[src/sv/assert_macros.svh]
// Assertion macros shared by the edge sharpen filter RTL.
// No dependencies; included by files that carry concurrent checks.
`ifndef ASSERT_MACROS_SVH
`define ASSERT_MACROS_SVH

// same-cycle implication
`define ESF_ASSERT_IMP(label, clk, rst_n, ante, cons) \
    label: assert property (@(posedge clk) disable iff (!rst_n) (ante) |-> (cons)) \
        else $error("edge sharpen filter check failed");

// next-cycle implication
`define ESF_ASSERT_NXT(label, clk, rst_n, ante, cons) \
    label: assert property (@(posedge clk) disable iff (!rst_n) (ante) |=> (cons)) \
        else $error("edge sharpen filter check failed");

`endif

[src/sv/esf_ram.sv]
// Generic single-write, single-read RAM with registered read data.
// No dependencies; instanced twice for the two line buffers of the filter.
`default_nettype none

module esf_ram #(
    parameter int WIDTH = 8,
    parameter int DEPTH = 512
) (
    input  wire logic                     clk,
    input  wire logic                     we,
    input  wire logic [$clog2(DEPTH)-1:0] waddr,
    input  wire logic [WIDTH-1:0]         wdata,
    input  wire logic                     re,
    input  wire logic [$clog2(DEPTH)-1:0] raddr,
    output logic      [WIDTH-1:0]         rdata
);

    logic [WIDTH-1:0] mem [DEPTH];

    always_ff @(posedge clk)
    begin
        if (we)
        begin
            mem[waddr] <= wdata;
        end
        if (re)
        begin
            rdata <= mem[raddr];
        end
    end

endmodule

`default_nettype wire

[config.mk]
export PLATFORM = sky130hd
export DESIGN_NAME = esf_ram
export DESIGN_NICKNAME = d
export VERILOG_FILES = /design/src/sv/assert_macros.svh /design/src/sv/esf_ram.sv
export SDC_FILE = /design/constraint.sdc
export NUM_CORES = 2
export LEC_CHECK = 0
export BUFFER_PORTS_ARGS = -buffer_cell sky130_fd_sc_hd__buf_4
export CAP_MARGIN = 40
export CORE_MARGIN = 4
export CORE_UTILIZATION = 25
export CTS_CLUSTER_SIZE = 24
export DETAILED_ROUTE_END_ITERATION = 10
export PLACE_DENSITY = 0.37
export REMOVE_ABC_BUFFERS = 1
export SYNTH_ARGS = -nofsm -noshare
export SYNTH_HDL_FRONTEND = slang
export SYNTH_SLANG_ARGS = --single-unit
[constraint.sdc]
create_clock -name clk -period 7 [get_ports clk]
set_input_delay 1.05 -clock clk [delete_from_list [all_inputs] [get_ports clk]]
set_output_delay 1.05 -clock clk [all_outputs]
set_load 0.05 [all_outputs]
# After elaboration in Yosys (flattened, before gate mapping)
# Memory sizes are Yosys's and may differ from the RTL's. A register that Yosys moved wholly into a read port is not among the register bits.
# Index checks and enable logic that the tools add are counted.
# classes
add_sub_neg,0
eq_ne,0
reduce_logical,0
n_mul,0
shifts,0
mux,2
bitwise_logic,0
magnitude_cmp,0
div_mod_pow,0
# ops
cell,count
$mux 1,2
# word_totals
ramBits,4096
reg_bits,0
out_inout_bits,8
latch_bits,0
in_bits,29
n_memories,1
romBits,0
# memory_table
name,depth,word_bits,read_ports,rd_ports_with_merged_regs,write_ports,line,text
mem,512,8,1,1,1,esf_ram.sv:18,logic [WIDTH-1:0] mem [DEPTH];

# Depth between registers and ports, before layout
# depth
depth_word,2
ltp_mapped,12

# Worst setup path after synthesis
# Ideal clock, no wire load.
# synth_timing
path_type,input-to-reg
from,input port raddr[0]
to,register rdata[0] (read register of mem) (data pin)
setup_time_ns,0.257
stages,10
arrival_time_ns,2.904
path_slack_ns,3.839
t_required_ns,6.743
path_buffers,4
cell_sequence,buf_4 buf_12 buf_12 buf_2 mux4_2 o21ai_0 nand3_1 nand4_1 o21ai_0 o2111a_1
# synth_lines
item,line,text
from (decl),esf_ram.sv:14,"input wire logic [$clog2(DEPTH)-1:0] raddr,"
to (decl),esf_ram.sv:15,output logic [WIDTH-1:0] rdata

==> results.cfg <==
[grt]
grt_pass1_vias = 83700
grtUsageTotal_pct = 15.1
globalRoute.totalOverflow = 0
grt_max_degree = 178
antenna_found_initial = 33
grt_pass1_wl_um = 704000

[run_status]
outcome = finished, violations left
violations = slew limit

[timing]
fmax_mhz = 203
clock_skew_ps = 91.2
drv_slew = 48
worst_pin_slew_ps = 1560
setup_violations = 0
max_slew_margin_pct = -4.29
finalCritPeriodShare_pct = 70.3
fin_ws_ps = 2080
final_hold_viol_count = 0
rsz0062_at_grt = false
period_minus_slack_ps = 4920

[drt]
post_drt_via_cell_ratio = 4.71
via_count = 81100
postRouteAntennaNets = 0
met1Wirelength_um = 228000
drc = 0
route.met2.wl_um = 249000
finalWirelength_um = 510000
wl_met3_um = 21700
top_layer = met5
dr.pass1.iters = 6
wl_per_cell_um = 29.6
drtIter0Drc = 7567

[setup_path]
critPathMaxFanout = 95
reg2reg_from = mem[40][4]
startpoint = raddr[2]
end_kind = flip-flop
critPathLaunchType = primary input
critical_path_class = primary input to flip-flop
cp.arrival_ps = 5800
required_ps = 7870

[clocking]
clk_pin_slew_ps = 60
cts_inserted_buffers = 449
cts_resized = 0
postCtsSetupRepairBufs = 0
clockRootBuffer = clkbuf_16
clk_latency_ps = 1020
clock_path_buffers = 4
cts_tree = built
cts-htree-levels = 5
clock-sinks = 4104
postCtsHoldBufs = 0

[hold_path]
min_path_type = primary input to flip-flop
min-delay-start = re

[placement]
dpl.cell_count = 16400
gp_congestion = 0.771
numPortBuffers = 36
dpl.hpwl_um = 320000
dp_slack_ps = 1220

[run]
maxCapViolCount = 0

[yosys]
synth_flop_cell = edfxtp_1
yosysTopAreaCell = edfxtp_1
netlist_instances = 8030
ys_ff_latch = 4104
yosysWarnings = 0
syn_avg_cell_area_um2 = 19.9
synth_top_area_share_pct = 77.0
netlist_area_mm2 = 0.160
synth_edf_count = 4104
ys_seq_area_share_pct = 77.0
synth_area_leaders = edfxtp_1, mux4_2, mux2i_1
synth-async-reset-ratio_pct = 0
ys_types = 50

[final_layout]
fin_cells = 17200
num-nets-final = 8465
drive_above_1_share_pct = 20.4
area_delta_synth_final_pct = 16.9

[power]
p_leak_nw = 58.2
seqPwrFrac_pct = 51.0
power_switching_mw = 11.9
internal_power_mw = 41.3
powerDensity_mw_per_mm2 = 284
netSwitchingFraction_pct = 22.4
combinationalPowerShare_pct = 5.1
power.clock.fraction_pct = 44.0
max-vdd-ir-drop_mv = 0.230

[die]
core_mm2 = 0.637
num_rows = 293
ios = 37
initial_utilization_pct = 25.1
dieArea_mm2 = 0.653
chipHeight_um = 808
die_w_um = 808
synth_stat cells, types with 6 or more instances:
master and number:
nor2b_1 6, mux2i_1 797, a22oi_1 61, o31ai_1 13, buf_2 57, nand3_1 36, nand4_1 32, nor4_1 36
nor3b_1 8, a211oi_1 17, and2_1 20, buf_6 64, edfxtp_1 4104, or3_1 6, o21ai_0 118, o22ai_1 163
nand2_1 111, buf_8 11, a21oi_1 194, nor2_1 597, o221ai_1 371, buf_4 70, nor3_1 109, clkbuf_1 265
buf_1 41, o41ai_1 7, o2111a_1 8, mux4_2 654
flip-flops by register name, summed over array words and instances (netlist names):
register	flops
rdata	8
mem	4096
through the flow:
stage	hold WS (ps)	TNS, ps	instance area (um2)	power (mW)	util (%)
6_report	456	0	187000	53.2	29.4
5_1_grt	368	0	187000	55.0	29.4
4_1_cts	323	0	187000	53.9	29.3
3_5_place_dp	1310	0	173000	30.4	27.1
3_3_place_gp	1360	0	170000	30.3	26.7
2_1_floorplan	1010	-22140	157000	28.6	-
power by group through the flow:
stage,clock network [mW],logic (mW),registers [mW]
floorplan,0,0.943,27.6
global placement,0,2.71,27.6
detailed placement,0,2.77,27.6
CTS,24.1,2.77,27.1
global route,25.1,2.85,27.1
finish,23.4,2.69,27.1
layer usage:
layer  track usage [%]  vias up
met2              25.4     2019
met3              1.97      609
met1              20.9    44200
li1                  -    34300
met4              3.36       12
met5                 0        -
area by class of cell:
cell class	instances	area, um2
Fill cell	62100	450000
Sequential cell	4104	123000
Multi-Input combinational cell	3410	34100
Clock buffer	532	11700
Tap cell	8407	10500
Timing Repair Buffer	468	4770
Clock inverter	287	2750
Inverter	3	20.0
Antenna cell	5	12.5
path summary, 6_finish.rpt:
path                                  to  slack, ps  cells after the start
worst max register to register  rdata[4]       3520                     10
worst max-delay path            rdata[0]       2080                     10
worst min register to register  rdata[6]       1310                      6
worst min-delay path            rdata[6]        460                      1
worst max-delay path: stages:
cell and delay [ps]:
clkbuf_8 220, or2_4 480, buf_12 240, buf_12 270, o221ai_1 660, o22ai_1 180
o21ai_0 650, nand4_1 580, nand2_1 670, o2111a_1 270
logic make-up after synthesis:
group | share of synthesized area, %
compound gates | 4.31
buf+inv | 1.85
flops | 77.0
mux | 14.2
simple gates | 2.63
layout by cell type (no fill, tap or decap), types with 6 or more instances in the layout:
master,synthesis,final
a211oi_1,17,17
a21oi_1,194,194
a22oi_1,61,61
and2_1,20,18
buf_12,5,60
buf_16,0,19
buf_2,57,17
buf_4,70,346
buf_8,11,18
bufinv_16,0,42
clkbuf_1,265,78
clkbuf_16,0,454
clkinv_1,0,122
clkinv_16,0,12
clkinv_2,0,90
clkinvlp_4,0,9
edfxtp_1,4104,4104
inv_6,0,7
mux2i_1,797,797
mux4_2,654,654
nand2_1,111,96
nand2_4,0,12
nand3_1,36,32
nand4_1,32,32
nor2_1,597,595
nor3_1,109,106
nor4_1,36,28
nor4_2,0,8
o2111a_1,8,8
o21ai_0,118,117
o221ai_1,371,371
o22ai_1,163,163
o31ai_1,13,13
or3_1,6,6
(Power assumes the default switching activity.)
