[config.mk]
export PLATFORM = sky130hd
export DESIGN_NAME = esf_kernel
export DESIGN_NICKNAME = d
export VERILOG_FILES = /design/src/sv/assert_macros.svh /design/src/sv/esf_pkg.sv /design/src/sv/esf_kernel.sv
export SDC_FILE = /design/constraint.sdc
export NUM_CORES = 1
export LEC_CHECK = 0
export ABC_CLOCK_PERIOD_IN_PS = 9000
export BUFFER_PORTS_ARGS = -buffer_cell sky130_fd_sc_hd__buf_2
export CAP_MARGIN = 40
export CORE_MARGIN = 1.5
export CORE_UTILIZATION = 53
export DETAILED_ROUTE_END_ITERATION = 10
export GPL_ROUTABILITY_DRIVEN = 0
export PLACE_DENSITY = 0.92
export SLEW_MARGIN = 0
export SYNTH_ARGS = -nofsm -noshare
export SYNTH_HDL_FRONTEND = slang
export SYNTH_SLANG_ARGS = --single-unit
[constraint.sdc]
create_clock -name vclk -period 9
set_input_delay 1.8 -clock vclk [all_inputs]
set_output_delay 1.8 -clock vclk [all_outputs]
set_load 0.01 [all_outputs]
[src/sv/assert_macros.svh]
// Assertion macros shared by the edge sharpen filter RTL.
// No dependencies; included by files that carry concurrent checks.
`ifndef ASSERT_MACROS_SVH
`define ASSERT_MACROS_SVH

// same-cycle implication
`define ESF_ASSERT_IMP(label, clk, rst_n, ante, cons) \
    label: assert property (@(posedge clk) disable iff (!rst_n) (ante) |-> (cons)) \
        else $error("edge sharpen filter check failed");

// next-cycle implication
`define ESF_ASSERT_NXT(label, clk, rst_n, ante, cons) \
    label: assert property (@(posedge clk) disable iff (!rst_n) (ante) |=> (cons)) \
        else $error("edge sharpen filter check failed");

`endif

[src/sv/esf_pkg.sv]
// Package for the edge sharpen 3x3 stream filter: sizes, codes and types.
// No dependencies; used by every module of the block except esf_ram.
`default_nettype none

package esf_pkg;

    localparam int MAX_WIDTH  = 512;
    localparam int MAX_HEIGHT = 512;
    localparam int COL_W      = $clog2(MAX_WIDTH);
    localparam int ROW_W      = $clog2(MAX_HEIGHT);
    localparam int PIX_W      = 8;
    localparam int POS_W      = 9;
    localparam int CFG_W      = 10;
    localparam int IDX_W      = 2;

    typedef logic [PIX_W-1:0] pix_t;
    typedef logic [COL_W-1:0] col_idx_t;
    typedef logic [ROW_W-1:0] row_idx_t;
    typedef logic [POS_W-1:0] pos_t;
    typedef logic [CFG_W-1:0] cfg_data_t;
    typedef logic [IDX_W-1:0] cfg_idx_t;

    localparam cfg_idx_t CFG_FILTER_MODE  = 2'd0;
    localparam cfg_idx_t CFG_FRAME_WIDTH  = 2'd1;
    localparam cfg_idx_t CFG_FRAME_HEIGHT = 2'd2;

    localparam cfg_data_t CFG_SIZE_RESET = 10'd512;

    localparam logic KIND_PIXEL = 1'b0;
    localparam logic KIND_FLUSH = 1'b1;

    localparam logic MODE_SHARPEN = 1'b0;
    localparam logic MODE_SOBEL_X = 1'b1;

    // one window column: top, middle and bottom taps
    typedef struct packed {
        pix_t top;
        pix_t mid;
        pix_t bot;
    } tap_col_t;

endpackage

`default_nettype wire

[src/sv/esf_kernel.sv]
// Sharpen / Sobel X kernel over three window columns, clamped to 0..255.
// Depends on esf_pkg for the column type and mode codes.
`default_nettype none

module esf_kernel (
    input  wire logic              mode,
    input  wire esf_pkg::tap_col_t left,
    input  wire esf_pkg::tap_col_t center,
    input  wire esf_pkg::tap_col_t right,
    output esf_pkg::pix_t          result
);

    logic        [11:0] pos_sum;
    logic        [11:0] neg_sum;
    logic signed [12:0] acc;

    always_comb
    begin
        case (mode)
            esf_pkg::MODE_SHARPEN:
            begin
                pos_sum = {1'b0, center.mid, 3'b000} + {4'b0000, center.mid};
                neg_sum = {4'b0000, left.top} + {4'b0000, left.mid}
                        + {4'b0000, left.bot} + {4'b0000, center.top}
                        + {4'b0000, center.bot} + {4'b0000, right.top}
                        + {4'b0000, right.mid} + {4'b0000, right.bot};
            end
            esf_pkg::MODE_SOBEL_X:
            begin
                pos_sum = {4'b0000, right.top} + {3'b000, right.mid, 1'b0}
                        + {4'b0000, right.bot};
                neg_sum = {4'b0000, left.top} + {3'b000, left.mid, 1'b0}
                        + {4'b0000, left.bot};
            end
            default:
            begin
                pos_sum = '0;
                neg_sum = '0;
            end
        endcase
        acc = $signed({1'b0, pos_sum}) - $signed({1'b0, neg_sum});
        if (acc[12])
        begin
            result = '0;
        end
        else if (|acc[11:8])
        begin
            result = 8'hFF;
        end
        else
        begin
            result = acc[7:0];
        end
    end

endmodule

`default_nettype wire

## After elaboration in Yosys (flattened, before gate mapping)

Index checks and enable logic that the tools add are counted.

| word-level totals | value |
|---|---|
| register bits after elaboration | 0 |
| input bits | 73 |

| operators by class | value |
|---|---|
| mux-type cells | 4 |
| add/subtract/negate cells | 13 |
| bitwise operators | 1 |
| reductions and logical operators | 1 |

Operators by type and width:

| cell | number |
|---|---|
| case mux 12 bit (2 select lines) | 2 |
| adder 12 x 8 -> 12 bit | 3 |
| adder 10 x 8 -> 11 bit | 3 |
| adder 11 x 8 -> 12 bit | 2 |
| adder 8 x 9 -> 10 bit | 2 |
| 2-to-1 mux 8 bit | 2 |
| subtractor 12 x 12 -> 13 bit | 1 |
| adder 9 x 8 -> 10 bit | 1 |
| adder 8 x 8 -> 9 bit | 1 |
| OR reduction 4 bit | 1 |
| inverter 1 bit | 1 |

## Longest topological paths before layout

| logic depth | value |
|---|---|
| word-level depth | 12 |
| mapped depth | 26 |

## Worst setup path after synthesis

No wires, ideal clock.

| path | value |
|---|---|
| path type | input to output |
| start point | input port left[2] (netlist name) |
| end point | output port result[2] |
| arrival | 7116 ps |
| slack | 84 ps |
| buffers on the path | 1 |
| stages | 24 |
| path through | inv_1 > fa_1 > inv_1 > fa_1 > fa_1 > fa_1 > ha_1 > fa_1 > a21o_1 > a21oi_1 > o21bai_1 > a21oi_1 > xor2_1 > nor2_1 > a21oi_1 > ha_1 > buf_6 > a21oi_4 > o21ai_2 > or3b_1 > a311oi_1 > nand2b_2 > o211ai_4 > o21a_1 |

| between the ends | value |
|---|---|
| word-level cells in the longest chain between the ends | 11 |
| elaborated cells between the ends (all ways) | 12 |
| those cells by class | add/sub: 8; mux: 3; reduce/logical: 1 |

RTL lines:

| what | line | RTL |
|---|---|---|
| from (decl) | esf_kernel.sv:7 | `input wire esf_pkg::tap_col_t left,` |
| adder 9 x 8 -> 10 bit | esf_kernel.sv:24 | `+ {4'b0000, left.bot} + {4'b0000, center.top}` |
| adder 10 x 8 -> 11 bit | esf_kernel.sv:24 |  |
| adder 11 x 8 -> 12 bit | esf_kernel.sv:25 | `+ {4'b0000, center.bot} + {4'b0000, right.top}` |
| adder 12 x 8 -> 12 bit | esf_kernel.sv:25 |  |
| adder 12 x 8 -> 12 bit (2 in series) | esf_kernel.sv:26 | `+ {4'b0000, right.mid} + {4'b0000, right.bot};` |
| case mux 12 bit (2 select lines) (*) | esf_kernel.sv:19 | `case (mode)` |
| subtractor 12 x 12 -> 13 bit (*) | esf_kernel.sv:41 | `acc = $signed({1'b0, pos_sum}) - $signed({1'b0, neg_sum});` |
| OR reduction 4 bit | esf_kernel.sv:46 | `else if (\|acc[11:8])` |
| 2-to-1 mux 8 bit | esf_kernel.sv:46 |  |
| 2-to-1 mux 8 bit (*) | esf_kernel.sv:42 | `if (acc[12])` |
| to (decl) | esf_kernel.sv:10 | `output esf_pkg::pix_t result` |

Mark *: on every way between the ends. The rest lies on a longest branch, timed or not.

## Final worst setup path

| path | value |
|---|---|
| start point | input port right[3] (netlist name) |
| end point | output port result[6] |

| between the ends | value |
|---|---|
| word-level cells in the longest chain between the ends | 6 |
| elaborated cells between the ends (all ways) | 8 |
| those cells by class | add/sub: 3; mux: 4; reduce/logical: 1 |

RTL lines:

| what | line | RTL |
|---|---|---|
| from (decl) | esf_kernel.sv:9 | `input wire esf_pkg::tap_col_t right,` |
| adder 12 x 8 -> 12 bit / adder 10 x 8 -> 11 bit (equally long branches) | esf_kernel.sv:26, esf_kernel.sv:31 |  |
| case mux 12 bit (2 select lines) | esf_kernel.sv:19 |  |
| subtractor 12 x 12 -> 13 bit (*) | esf_kernel.sv:41 |  |
| OR reduction 4 bit | esf_kernel.sv:46 |  |
| 2-to-1 mux 8 bit | esf_kernel.sv:46 |  |
| 2-to-1 mux 8 bit (*) | esf_kernel.sv:42 |  |

Marks and branches as above.

==> results.cfg <==
[worst_setup_path]
cp.required_ns = 7.20
arrival_ns = 7.36
worstSetupEndpointType = output port
path_class = primary input to output port
path_max_fanout = 8
startpoint_type = primary input

[power_and_ir_drop]
combPwrFrac = 1.000
fin_total_pwr_uw = 1770
p_int_uw = 841
seqPwrFrac = 0
swShare = 0.525
irDropWorstVdd_mv = 0.277
switching_power_uw = 927
p_leak_uw = 0.00227
p_clk_frac = 0
p_per_area_nw_per_um2 = 413

[detailed_routing]
viasPerCell = 5.39
wire_per_inst_um = 13.9
dr_total_vias = 3129
drc = 0
postRouteAntennaNets = 0
drt_pass1_iterations = 4
drt_wl_total_um = 8100
drtIter0Drc = 80

[yosys]
synth_most_common_cell = inv_1
yosys.area.top_type = fa_1
synth_seq_area_share = 0
synth_cell_types = 41
yosysWarnings = 0
yosys-top-cells-count = 98 x inv_1, 65 x fa_1, 45 x ha_1, 30 x a21oi_1
syn-num-nets = 584
synthTopCellsByArea = fa_1 37%, ha_1 16%, inv_1 10%
synth_area_um2 = 3520
syn_area_per_cell_um2 = 8.78
netlist.area_leader.share = 0.370
syn_inst = 401

[grt]
grt_max_degree = 37
grt_overflow = 0
grt_usage = 0.230
grt_pass1_wl_um = 13800
grt_antenna_before_repair = 0
grt_pass1_vias = 3360

[floorplan]
rows = 29
start_util = 0.551
io_pins = 81
die-area_um2 = 7140
core_area_um2 = 6390
die_x_um = 84.5
fp.dieH_um = 84.5

[sta]
relSlewSlack = 0.549
tightest_slew_ns = 0.676
hold_viol = 0
setup_viol = 8
min_period_over_period = 1.02
rsz0062_at_grt = true
fin_crit_ns = 9.16
slew_viol_final = 0
fin_ws_ns = -0.160
fmax_ghz = 0.109

[final_layout]
layout-area-overhead-vs-synth_pct = 21.5
nets = 689
final_area_um2 = 4280
final_core_util = 0.670
clkbuf_count = 0
seq_cells = 0
register_area_um2 = 0
fillers = 481
drive_gt1_frac = 0.274
diodes = 0

[placement]
postPlaceCellArea_um2 = 4130
hpwl_um = 6980
io_buffers = 81

[outcome]
violations = negative setup slack
status = complete, but fails checks

[worst_hold_path]
hold_class = primary input to output port

[clock_network]
postCtsHoldBufs = 0

[run]
cap_violations = 0
-- final cells by class --
cell class | instances | area (µm²) | area share
timing repair buffer | 110 | 637 | 0.149
tap | 77 | 96.3 | 0.0225
multi-input combinational | 294 | 3170 | 0.740
inverter | 100 | 378 | 0.0884
-- stage by stage --
stage	hold WS [ns]	setup slack (ns)	instances	TNS, ns
after floorplan	4.08	0.0836	401	0
after global placement	4.33	-0.257	572	-2.02
after detailed placement	4.33	-0.400	572	-3.01
after CTS	4.34	0.00412	577	0
after global routing	4.37	-0.386	581	-2.98
final	4.32	-0.160	581	-1.06
-- power groups by stage --
stage	Clock (µW)	Sequential (µW)	Combinational, µW
floorplan	0	0	1200
global placement	0	0	1470
detailed placement	0	0	1540
CTS	0	0	1670
global route	0	0	1940
finish	0	0	1770
-- layout by cell type (no fill, tap or decap), types with 4 or more instances in the layout --
cell type  instances
o21a_1            18
nand2_1            8
a31oi_1            6
nor2_1            20
o21bai_1           6
buf_2             80
ha_1              42
buf_4             28
mux2_2             5
xor2_1             7
nor2b_1            6
o21ai_0            7
inv_2              4
inv_1             95
o21ai_1            7
a21o_1            11
nor3_1             5
a21oi_2            4
a21oi_1           27
fa_1              63
xnor2_1           20
-- what timing repair did --
action / 4_1_cts / 5_1_grt
setup buffers: 5 / 4
resized for setup: 10 / 10
cloned: 0 / 0
pin swaps: 19 / 6
endpoints found under the setup margin: 8 / 8
-- worst paths after layout --
kind / from / endpoint / slack, ns / cells after the start
worst max-delay path: right[3] / result[6] / -0.16 / 27
worst min-delay path: center[8] / result[0] / 4.32 / 6
-- metal layers --
metal	vias up	routed length [µm]	global-route usage
met3	23	300	0.00983
li1	1493	-	-
met2	101	4410	0.455
met5	-	0	0
met4	0	218	0.0660
met1	1512	3180	0.266
-- cell families (layout without fill, tap and decap cells) --
logic type                 count (synthesis)  count (layout)  share of synthesized area
xor gates and xnor gates                  27              27                     0.0672
AOI/OAI and AO/OA                        100             100                      0.194
adders and majority gates                110             110                      0.529
buffers and inverters                    107             210                      0.119
muxes                                      7               7                     0.0217
and+or+nand+nor                           50              50                     0.0689
-- critical path: stages --
cell	delay, ns
buf_8	0.08
inv_4	0.03
fa_1	0.55
inv_2	0.04
fa_1	0.54
fa_1	0.43
fa_1	0.49
buf_6	0.14
fa_2	0.39
a21o_1	0.18
a21oi_2	0.13
o21bai_1	0.10
a21oi_2	0.17
buf_4	0.13
buf_4	0.10
buf_4	0.10
nor2b_1	0.04
o21a_1	0.16
o21bai_1	0.18
ha_1	0.27
nand3_1	0.13
nor2_1	0.16
a21oi_1	0.12
xnor2_1	0.31
o211ai_4	0.19
o21a_1	0.22
buf_2	0.14
(Power assumes the default switching activity.)
