### config.mk
export PLATFORM = sky130hd
export DESIGN_NAME = esf_col_cell
export DESIGN_NICKNAME = d
export VERILOG_FILES = /design/src/sv/assert_macros.svh /design/src/sv/esf_pkg.sv /design/src/sv/esf_col_cell.sv
export SDC_FILE = /design/constraint.sdc
export NUM_CORES = 1
export LEC_CHECK = 0
export BUFFER_PORTS_ARGS = -buffer_cell sky130_fd_sc_hd__buf_2
export CAP_MARGIN = 10
export CORE_UTILIZATION = 25
export CTS_BUF_LIST = sky130_fd_sc_hd__clkbuf_2
export CTS_CLUSTER_DIAMETER = 30
export DETAILED_ROUTE_END_ITERATION = 6
export GPL_TIMING_DRIVEN = 0
export PLACE_DENSITY = 0.55
export SLEW_MARGIN = 40
export SYNTH_ARGS = -nofsm -noshare
export SYNTH_HDL_FRONTEND = slang
export SYNTH_SLANG_ARGS = --single-unit
### constraint.sdc
create_clock -name clk -period 1.3 [get_ports clk]
set_input_delay 0.26 -clock clk [delete_from_list [all_inputs] [get_ports clk]]
set_output_delay 0.26 -clock clk [all_outputs]
set_load 0.05 [all_outputs]
### src/sv/assert_macros.svh
// Assertion macros shared by the edge sharpen filter RTL.
// No dependencies; included by files that carry concurrent checks.
`ifndef ASSERT_MACROS_SVH
`define ASSERT_MACROS_SVH

// same-cycle implication
`define ESF_ASSERT_IMP(label, clk, rst_n, ante, cons) \
    label: assert property (@(posedge clk) disable iff (!rst_n) (ante) |-> (cons)) \
        else $error("edge sharpen filter check failed");

// next-cycle implication
`define ESF_ASSERT_NXT(label, clk, rst_n, ante, cons) \
    label: assert property (@(posedge clk) disable iff (!rst_n) (ante) |=> (cons)) \
        else $error("edge sharpen filter check failed");

`endif

### src/sv/esf_pkg.sv
// Package for the edge sharpen 3x3 stream filter: sizes, codes and types.
// No dependencies; used by every module of the block except esf_ram.
`default_nettype none

package esf_pkg;

    localparam int MAX_WIDTH  = 512;
    localparam int MAX_HEIGHT = 512;
    localparam int COL_W      = $clog2(MAX_WIDTH);
    localparam int ROW_W      = $clog2(MAX_HEIGHT);
    localparam int PIX_W      = 8;
    localparam int POS_W      = 9;
    localparam int CFG_W      = 10;
    localparam int IDX_W      = 2;

    typedef logic [PIX_W-1:0] pix_t;
    typedef logic [COL_W-1:0] col_idx_t;
    typedef logic [ROW_W-1:0] row_idx_t;
    typedef logic [POS_W-1:0] pos_t;
    typedef logic [CFG_W-1:0] cfg_data_t;
    typedef logic [IDX_W-1:0] cfg_idx_t;

    localparam cfg_idx_t CFG_FILTER_MODE  = 2'd0;
    localparam cfg_idx_t CFG_FRAME_WIDTH  = 2'd1;
    localparam cfg_idx_t CFG_FRAME_HEIGHT = 2'd2;

    localparam cfg_data_t CFG_SIZE_RESET = 10'd512;

    localparam logic KIND_PIXEL = 1'b0;
    localparam logic KIND_FLUSH = 1'b1;

    localparam logic MODE_SHARPEN = 1'b0;
    localparam logic MODE_SOBEL_X = 1'b1;

    // one window column: top, middle and bottom taps
    typedef struct packed {
        pix_t top;
        pix_t mid;
        pix_t bot;
    } tap_col_t;

endpackage

`default_nettype wire

### src/sv/esf_col_cell.sv
// One column cell of the 3x3 window chain: holds three taps.
// Depends on esf_pkg for the column type.
`default_nettype none

module esf_col_cell (
    input  wire logic              clk,
    input  wire logic              rst_n,
    input  wire logic              en,
    input  wire logic              restart,
    input  wire esf_pkg::tap_col_t neighbor,
    input  wire esf_pkg::tap_col_t fresh,
    output esf_pkg::tap_col_t      col_q
);

    esf_pkg::tap_col_t col_reg;
    esf_pkg::tap_col_t col_next;

    // replicate the new column at the left border, else take the neighbor's
    always_comb
    begin
        col_next = col_reg;
        if (en)
        begin
            col_next = restart ? fresh : neighbor;
        end
    end

    always_ff @(posedge clk or negedge rst_n)
    begin
        if (!rst_n)
        begin
            col_reg <= '0;
        end
        else
        begin
            col_reg <= col_next;
        end
    end

    assign col_q = col_reg;

endmodule

`default_nettype wire

-- Word-level counts from Yosys, hierarchy flattened
Index checks and enable logic that the tools add are counted.
- muxes and demuxes: 1
- operator list (operator ; count):
    24-bit 2-to-1 mux ; 1
- register bits after elaboration: 24
- input bits: 52
- output and inout bits: 24
- word-level logic and storage cells: 4

-- Depth between registers and ports, before layout
Gate-level depths: netlist (run 1).
- word-level depth: 1
- depth in mapped cells: 4
- mapped depth without buffers: 2

-- Worst setup path after synthesis (run 1)
No wires, ideal clock.
- path kind: reg-to-reg
- from: register col_q[21] (netlist name)
- to: register col_reg (netlist bit col_q[21])
- library setup time: 0.077 ns
- arrival: 0.802 ns
- required time: 1.223 ns
- slack: 0.421 ns
- stages on the path, launching flop included: 3
- buffers on the path: 0
- clock period less this slack: 0.879 ns
- path through: dfrtp_1 nor2_1 a21oi_1
- RTL lines (element ; RTL line ; text):
    end signal, assigned ; esf_col_cell.sv:36 ; col_reg <= col_next;
    end, declared ; esf_col_cell.sv:15 ; esf_pkg::tap_col_t col_reg;

-- Final worst setup path (run 1)
- from: register col_reg (netlist bit col_q[21])
- to: output col_q[21] (netlist bit)
- RTL lines (element ; RTL line ; text):
    end, declared ; esf_col_cell.sv:12 ; output esf_pkg::tap_col_t col_q
No word-level cell between the ends.

==> reports/summary.txt, run 1 <==
Outcome: complete, no violations
Vias per cell: 4.364
Clock Skews: 0 ns
Crit path largest cell delay: 0.46 ns
R2r setup slk: 0.51 ns
WL/cell: 11.95 um
Hold crit path type: input pin to register
Largest net degree at the start of global routing: 25
Measured slew at the worst slew-check pin: 0.5544 ns
PwrDens: 1198 nW/um^2
Leakage Power: 0.9053 nW
Placeable Area: 4324 um^2
Cells after Synth: 104
Die Y: 69.08 um
Reg2Reg Depth: 3
Crit Path Class: register to primary output
# fillers: 445
Fin. Hold Viols: 0
Minimum hold slack: 0.1832 ns
Most common cell after layout, fill and taps aside: buf_2
Synth Area in Compound Gates: 10.68%
CTS sink count: 24
Sequential-to-total area share from yosys stat: 53.39%
Fin crit share: 94.51%
Worst skew pair latency: 0.33 ns
CTS tree: done
Mapped Area: 1125 um^2
DP Worst Slack: 0.2853 ns
Syn_area_per_cell: 10.82 um^2
Area of the multi-input gates: 450.4 um^2
Required time worst endpoint: 1.04 ns
Detailed Route WL: 2.856 mm
CTS root buffer: clkbuf_2
FP Rows: 24
Io pins: 76
Post-synthesis simple-gate area fraction: 8.009%
Port buffer count: 73
Worst Path Buf+Inv: 1
Dpl cells: 229
Max cap viols: 0
Origin of the critical flop-to-flop path: col_q[12]
Setup-failing EPs final: 0
GRT Total Usage: 12.34%
DIE AREA: 4771 um^2
Worst Setup Slack, final: 0.07144 ns
YS warnings: 0
Post-synthesis xor/xnor area fraction: 0%
Fraction of layout instances using a drive strength above 1: 46.77%
Hold Path Sink: col_q[1]
Main combinational cell family by area after synthesis: multiplexers
Initial Util: 26.01%
Clock-pin slew on the worst setup and hold paths: 0.24 ns
Worst vdd ir: 0.4409 mV
Clock buffer depth: 2
Slew HR: 63.04%
Vias in the first global route: 1005
Initial antenna violation count: 1
Arrival time worst endpoint: 0.97 ns
CP max stage cell: dfrtp_1
Hold Startpoint: neighbor[1]
Post-DRT Antenna Nets: 0
#FFs+latches synth: 24
Half-perimeter wire length after placement: 2.109 mm
Post-synth cell types: 8
Top cell type's share of synthesized area: 53.39%
Total number of vias: 1043
Area Overhead vs Synth: 57.06%
Most frequent cells in the layout: 52 x buf_2, 24 x mux2i_1, 24 x nor2_1, 24 x a21oi_1, 24 x dfrtp_1
Synth Area in Adders: 0%
Final Max Slew Viols: 0
R2r endpoint: col_q[12]
Chip Width: 69.08 um
CTS buffer count: 3
Post-Layout Cell Count: 239
Drt first-iter violations: 20
Synth top area cells: dfrtp_1 53%, mux2i_1 21%, a21oi_1 11%
H-tree Lvls: 1
Tmin final: 1.229 ns
Crit path launch type: register
Remaining global-route overflow: 0
Global-route wire length before repair: 4.712 mm
Cell chain of the critical path: buf_6
Crit end category: primary output
Pre-antenna DRT Iters: 4
Residual DRC: 0
Multiplexer area fraction after synthesis: 21.36%
RSZ-0062 raised after global routing: yes
FF/Latch Area: 600.6 um^2
Max FFs per register: 24
Crit path max fanout: 2
Max Freq: 814.0 MHz
Number of nets in the layout: 239
Yosys top cell by area: dfrtp_1
CP delay by family, top: flip-flops
Worst hold stages: 3
Synth Net Count: 156
Placer Congestion: 0.7178
-- metal layers --
layer / part of all wire [%] / wire, um / vias to the layer above / GRT usage [%]
li1: - / - / 523 / -
met1: 45 / 1297 / 473 / 15.71
met2: 46 / 1305 / 45 / 18.88
met3: 7.9 / 227 / 2 / 4.240
met4: 0.91 / 26 / 0 / 5.442
met5: 0 / 0 / - / 0
-- synth_stat cells (all sizes together) --
cell type	n
a21oi	24
buf	6
clkbuf	2
dfrtp	24
mux2i	24
nor2	24
-- report_power, final --
group	total [mW]	internal, mW	leakage (nW)	switching, mW
Combinational	0.738	0.291	0.611	0.447
Clock	0.500	0.265	0.0266	0.235
Sequential	0.878	0.826	0.267	0.0527
Total	2.12	1.38	0.905	0.735
-- through the flow --
step / power, mW / cell area (um^2) / setup TNS, ns / utilization [%]
floorplan: 1.316 / 1125 / 0 / -
global placement: 1.516 / 1555 / 0 / 35.97
detailed placement: 1.519 / 1555 / 0 / 35.97
CTS: 2.076 / 1653 / 0 / 38.22
global route: 2.234 / 1764 / -0.1205 / 40.80
finish: 2.116 / 1767 / 0 / 40.86
-- area by class of cell --
type                    instances  share of cell area [%]
plain buffers                   8                   4.178
multi-input cells              72                   25.50
flip-flops and latches         24                   33.99
diodes                          1                  0.1416
clock buffers                   3                  0.8499
well taps                      52                   3.683
clock inverters                 1                   1.700
repair buffers                 78                   29.96
-- timing repair --
action	CTS	global route
resized for setup	17	31
setup endpoints to repair	17	24
hold endpoints to repair	24	0
setup buffers	0	4
pin swaps	0	0
hold buffers	1	0
-- cells by family (layout without fill, tap and decap cells) --
family / after synthesis / in the layout
AOI/OAI and AO/OA: 24 / 24
muxes: 24 / 24
DFF: 24 / 24
and+or+nand+nor: 24 / 24
buffers and inverters: 8 / 90
other: 0 / 1
-- worst max path at each step --
stage,start,end,slack [ns],cells past startpoint
6_report,col_q[21],col_q[21],0.07,1
5_1_grt,col_q[18],col_q[18],-0.02,1
4_1_cts,col_q[21],col_q[21],0.003,1
3_5_place_dp,en,col_q[5],0.29,3
3_3_place_gp,en,col_q[5],0.31,3
2_1_floorplan,col_q[21],col_q[21],0.42,2
Note: power is estimated with default switching activity, not from simulation.
==> run 2: changes to the inputs <==
--- a/config.mk
+++ b/config.mk
@@ -13,6 +13,7 @@
 export DETAILED_ROUTE_END_ITERATION = 6
 export GPL_TIMING_DRIVEN = 0
 export PLACE_DENSITY = 0.55
+export SETUP_SLACK_MARGIN = 0.3
 export SLEW_MARGIN = 40
 export SYNTH_ARGS = -nofsm -noshare
 export SYNTH_HDL_FRONTEND = slang
==> run 2 against run 1 <==
Effect of this change: clock-buffer cell count did not move; combinational power rose by 2%; first-iteration DRC count rose by 5.0%; sequential power rose by 0.7%; power rose by 1.1%; routed wire length rose by 1.3%; critical path depth did not move.
==> reports/summary.txt, run 2 (synthesized netlist as in run 1, its figures left out) <==
Crit. path cell count: 1 (unchanged)
M1 wire length: 1.253 mm (was 1.297 mm)
Fin crit share: 95.08% (was 94.51%)
CTS tree: done (unchanged)
Crit Path Class: register to primary output (unchanged)
CTS buffer count: 3 (unchanged)
DIE AREA: 4771 um^2 (unchanged)
Global-route wire length before repair: 4.871 mm (was 4.712 mm)
Most common cell after layout, fill and taps aside: buf_2 (unchanged)
Vias per cell: 4.397 (was 4.364)
Top Layer Used: met4 (unchanged)
Leakage Power: 0.9148 nW (was 0.9053 nW)
Max Freq: 809.0 MHz (was 814.0 MHz)
Max FFs per register: 24 (unchanged)
Chip Width: 69.08 um (unchanged)
Fraction of layout instances using a drive strength above 1: 46.77% (unchanged)
Io pins: 76 (unchanged)
GRT Total Usage: 12.78% (was 12.34%)
Placer Congestion: 0.7178 (unchanged)
Worst hold stages: 3 (unchanged)
H-tree Lvls: 1 (unchanged)
WL met2: 1.373 mm (was 1.305 mm)
Pwr Total: 2.139 mW (was 2.116 mW)
Arrival time worst endpoint: 0.98 ns (was 0.97 ns)
Initial Util: 26.01% (unchanged)
Placeable Area: 4324 um^2 (unchanged)
Worst vdd ir: 0.4444 mV (was 0.4409 mV)
Residual DRC: 0 (unchanged)
PwrDens: 1193 nW/um^2 (was 1198 nW/um^2)
CTS root buffer: clkbuf_2 (unchanged)
CP max stage cell: dfrtp_1 (unchanged)
Detailed Route WL: 2.894 mm (was 2.856 mm)
Crit end category: primary output (unchanged)
Pre-antenna DRT Iters: 6 (was 4)
Tmin final: 1.236 ns (was 1.229 ns)
Clock-pin slew on the worst setup and hold paths: 0.25 ns (was 0.24 ns)
Remaining global-route overflow: 0 (unchanged)
Clock Skews: 0 ns (unchanged)
Port buffer count: 73 (unchanged)
Clock buffer depth: 2 (unchanged)
Required time worst endpoint: 1.04 ns (about the same)
RSZ-0062 raised after global routing: yes (unchanged)
Met3 Wirelength: 240 um (was 227 um)
Worst Setup Slack, final: 0.06393 ns (was 0.07144 ns)
Crit path launch type: register (unchanged)
Hold crit path type: input pin to register (unchanged)
Post-DRT Antenna Nets: 0 (unchanged)
Post-Layout Cell Count: 239 (unchanged)
Fin. Hold Viols: 0 (unchanged)
Max cap viols: 0 (unchanged)
Slew HR: 63.42% (was 63.04%)
Cell chain of the critical path: buf_6 (unchanged)
Measured slew at the worst slew-check pin: 0.5486 ns (was 0.5544 ns)
Crit path largest cell delay: 0.46 ns (about the same)
Drt first-iter violations: 21 (was 20)
CTS sink count: 24 (unchanged)
Worst skew pair latency: 0.33 ns (about the same)
Number of nets in the layout: 239 (unchanged)
Vias in the first global route: 1036 (was 1005)
CP delay by family, top: flip-flops (unchanged)
DP Worst Slack: 0.2853 ns (unchanged)
Setup-failing EPs final: 0 (unchanged)
Dpl cells: 229 (unchanged)
Initial antenna violation count: 1 (unchanged)
Reg2Reg Depth: 3 (unchanged)
Largest net degree at the start of global routing: 25 (unchanged)
Crit path max fanout: 2 (unchanged)
Outcome: complete, no violations (unchanged)
Area Overhead vs Synth: 59.40% (was 57.06%)
Final Max Slew Viols: 0 (unchanged)
Total number of vias: 1051 (was 1043)
Most frequent cells in the layout: 52 x buf_2, 25 x buf_6 (was 52 x buf_2, 24 x mux2i_1, 24 x nor2_1, 24 x a21oi_1, 24 x dfrtp_1)
Final Core Density: 41.46% (was 40.86%)
FP Rows: 24 (unchanged)
WL/cell: 12.11 um (was 11.95 um)
Half-perimeter wire length after placement: 2.109 mm (unchanged)
Die Y: 69.08 um (unchanged)
Worst Path Buf+Inv: 1 (unchanged)
run 2: layer usage:
layer	global-route usage, %	vias to the layer above
li1	-	522
met1	15.34	484
met2	20.50	43
met3	4.678	2
met4	5.442	0
met5	0	-
run 2: path summary, 6_finish.rpt:
check,start,to,slack (ns)
hold reg to reg,col_q[15],col_q[15],0.57
max in group asynchronous,rst_n,col_q[2],0.54
hold / removal,neighbor[1],col_q[1],0.18
setup / recovery,col_q[17],col_q[17],0.06
setup reg to reg,col_q[5],col_q[5],0.51
min in group asynchronous,rst_n,col_q[15],0.38
run 2: stage by stage:
stage          hold slack, ns  cell area (um^2)  setup TNS [ns]
2_1_floorplan        -0.03559              1125               0
3_3_place_gp           0.2815              1555               0
3_5_place_dp           0.2883              1555               0
4_1_cts                0.1448              1783               0
5_1_grt                0.1337              1790         -0.1427
6_report               0.1802              1793               0
run 2: layout make-up:
type / instances / area [um^2]
Tap cell: 52 / 65.06
Clock inverter: 1 / 30.03
Fill cell: 444 / 2531
Timing Repair Buffer: 78 / 555.5
Multi-Input combinational cell: 72 / 450.4
Buffer: 8 / 73.82
Clock buffer: 3 / 15.01
Sequential cell: 24 / 600.6
Antenna cell: 1 / 2.502
run 2: where the power goes:
part           total [mW]  leakage [nW]  internal [mW]  switching (mW)
Clock               0.502        0.0266          0.265           0.237
Sequential          0.884         0.267          0.826          0.0584
Combinational       0.753         0.621          0.305           0.448
Total                2.14         0.915           1.40           0.743
run 2: timing repair:
action	in CTS	in global routing
buffers inserted	3	1
pin swaps	0	0
endpoints found under the hold margin	24	0
endpoints found under the setup margin	24	24
hold buffers	1	0
gates resized for setup	48	0
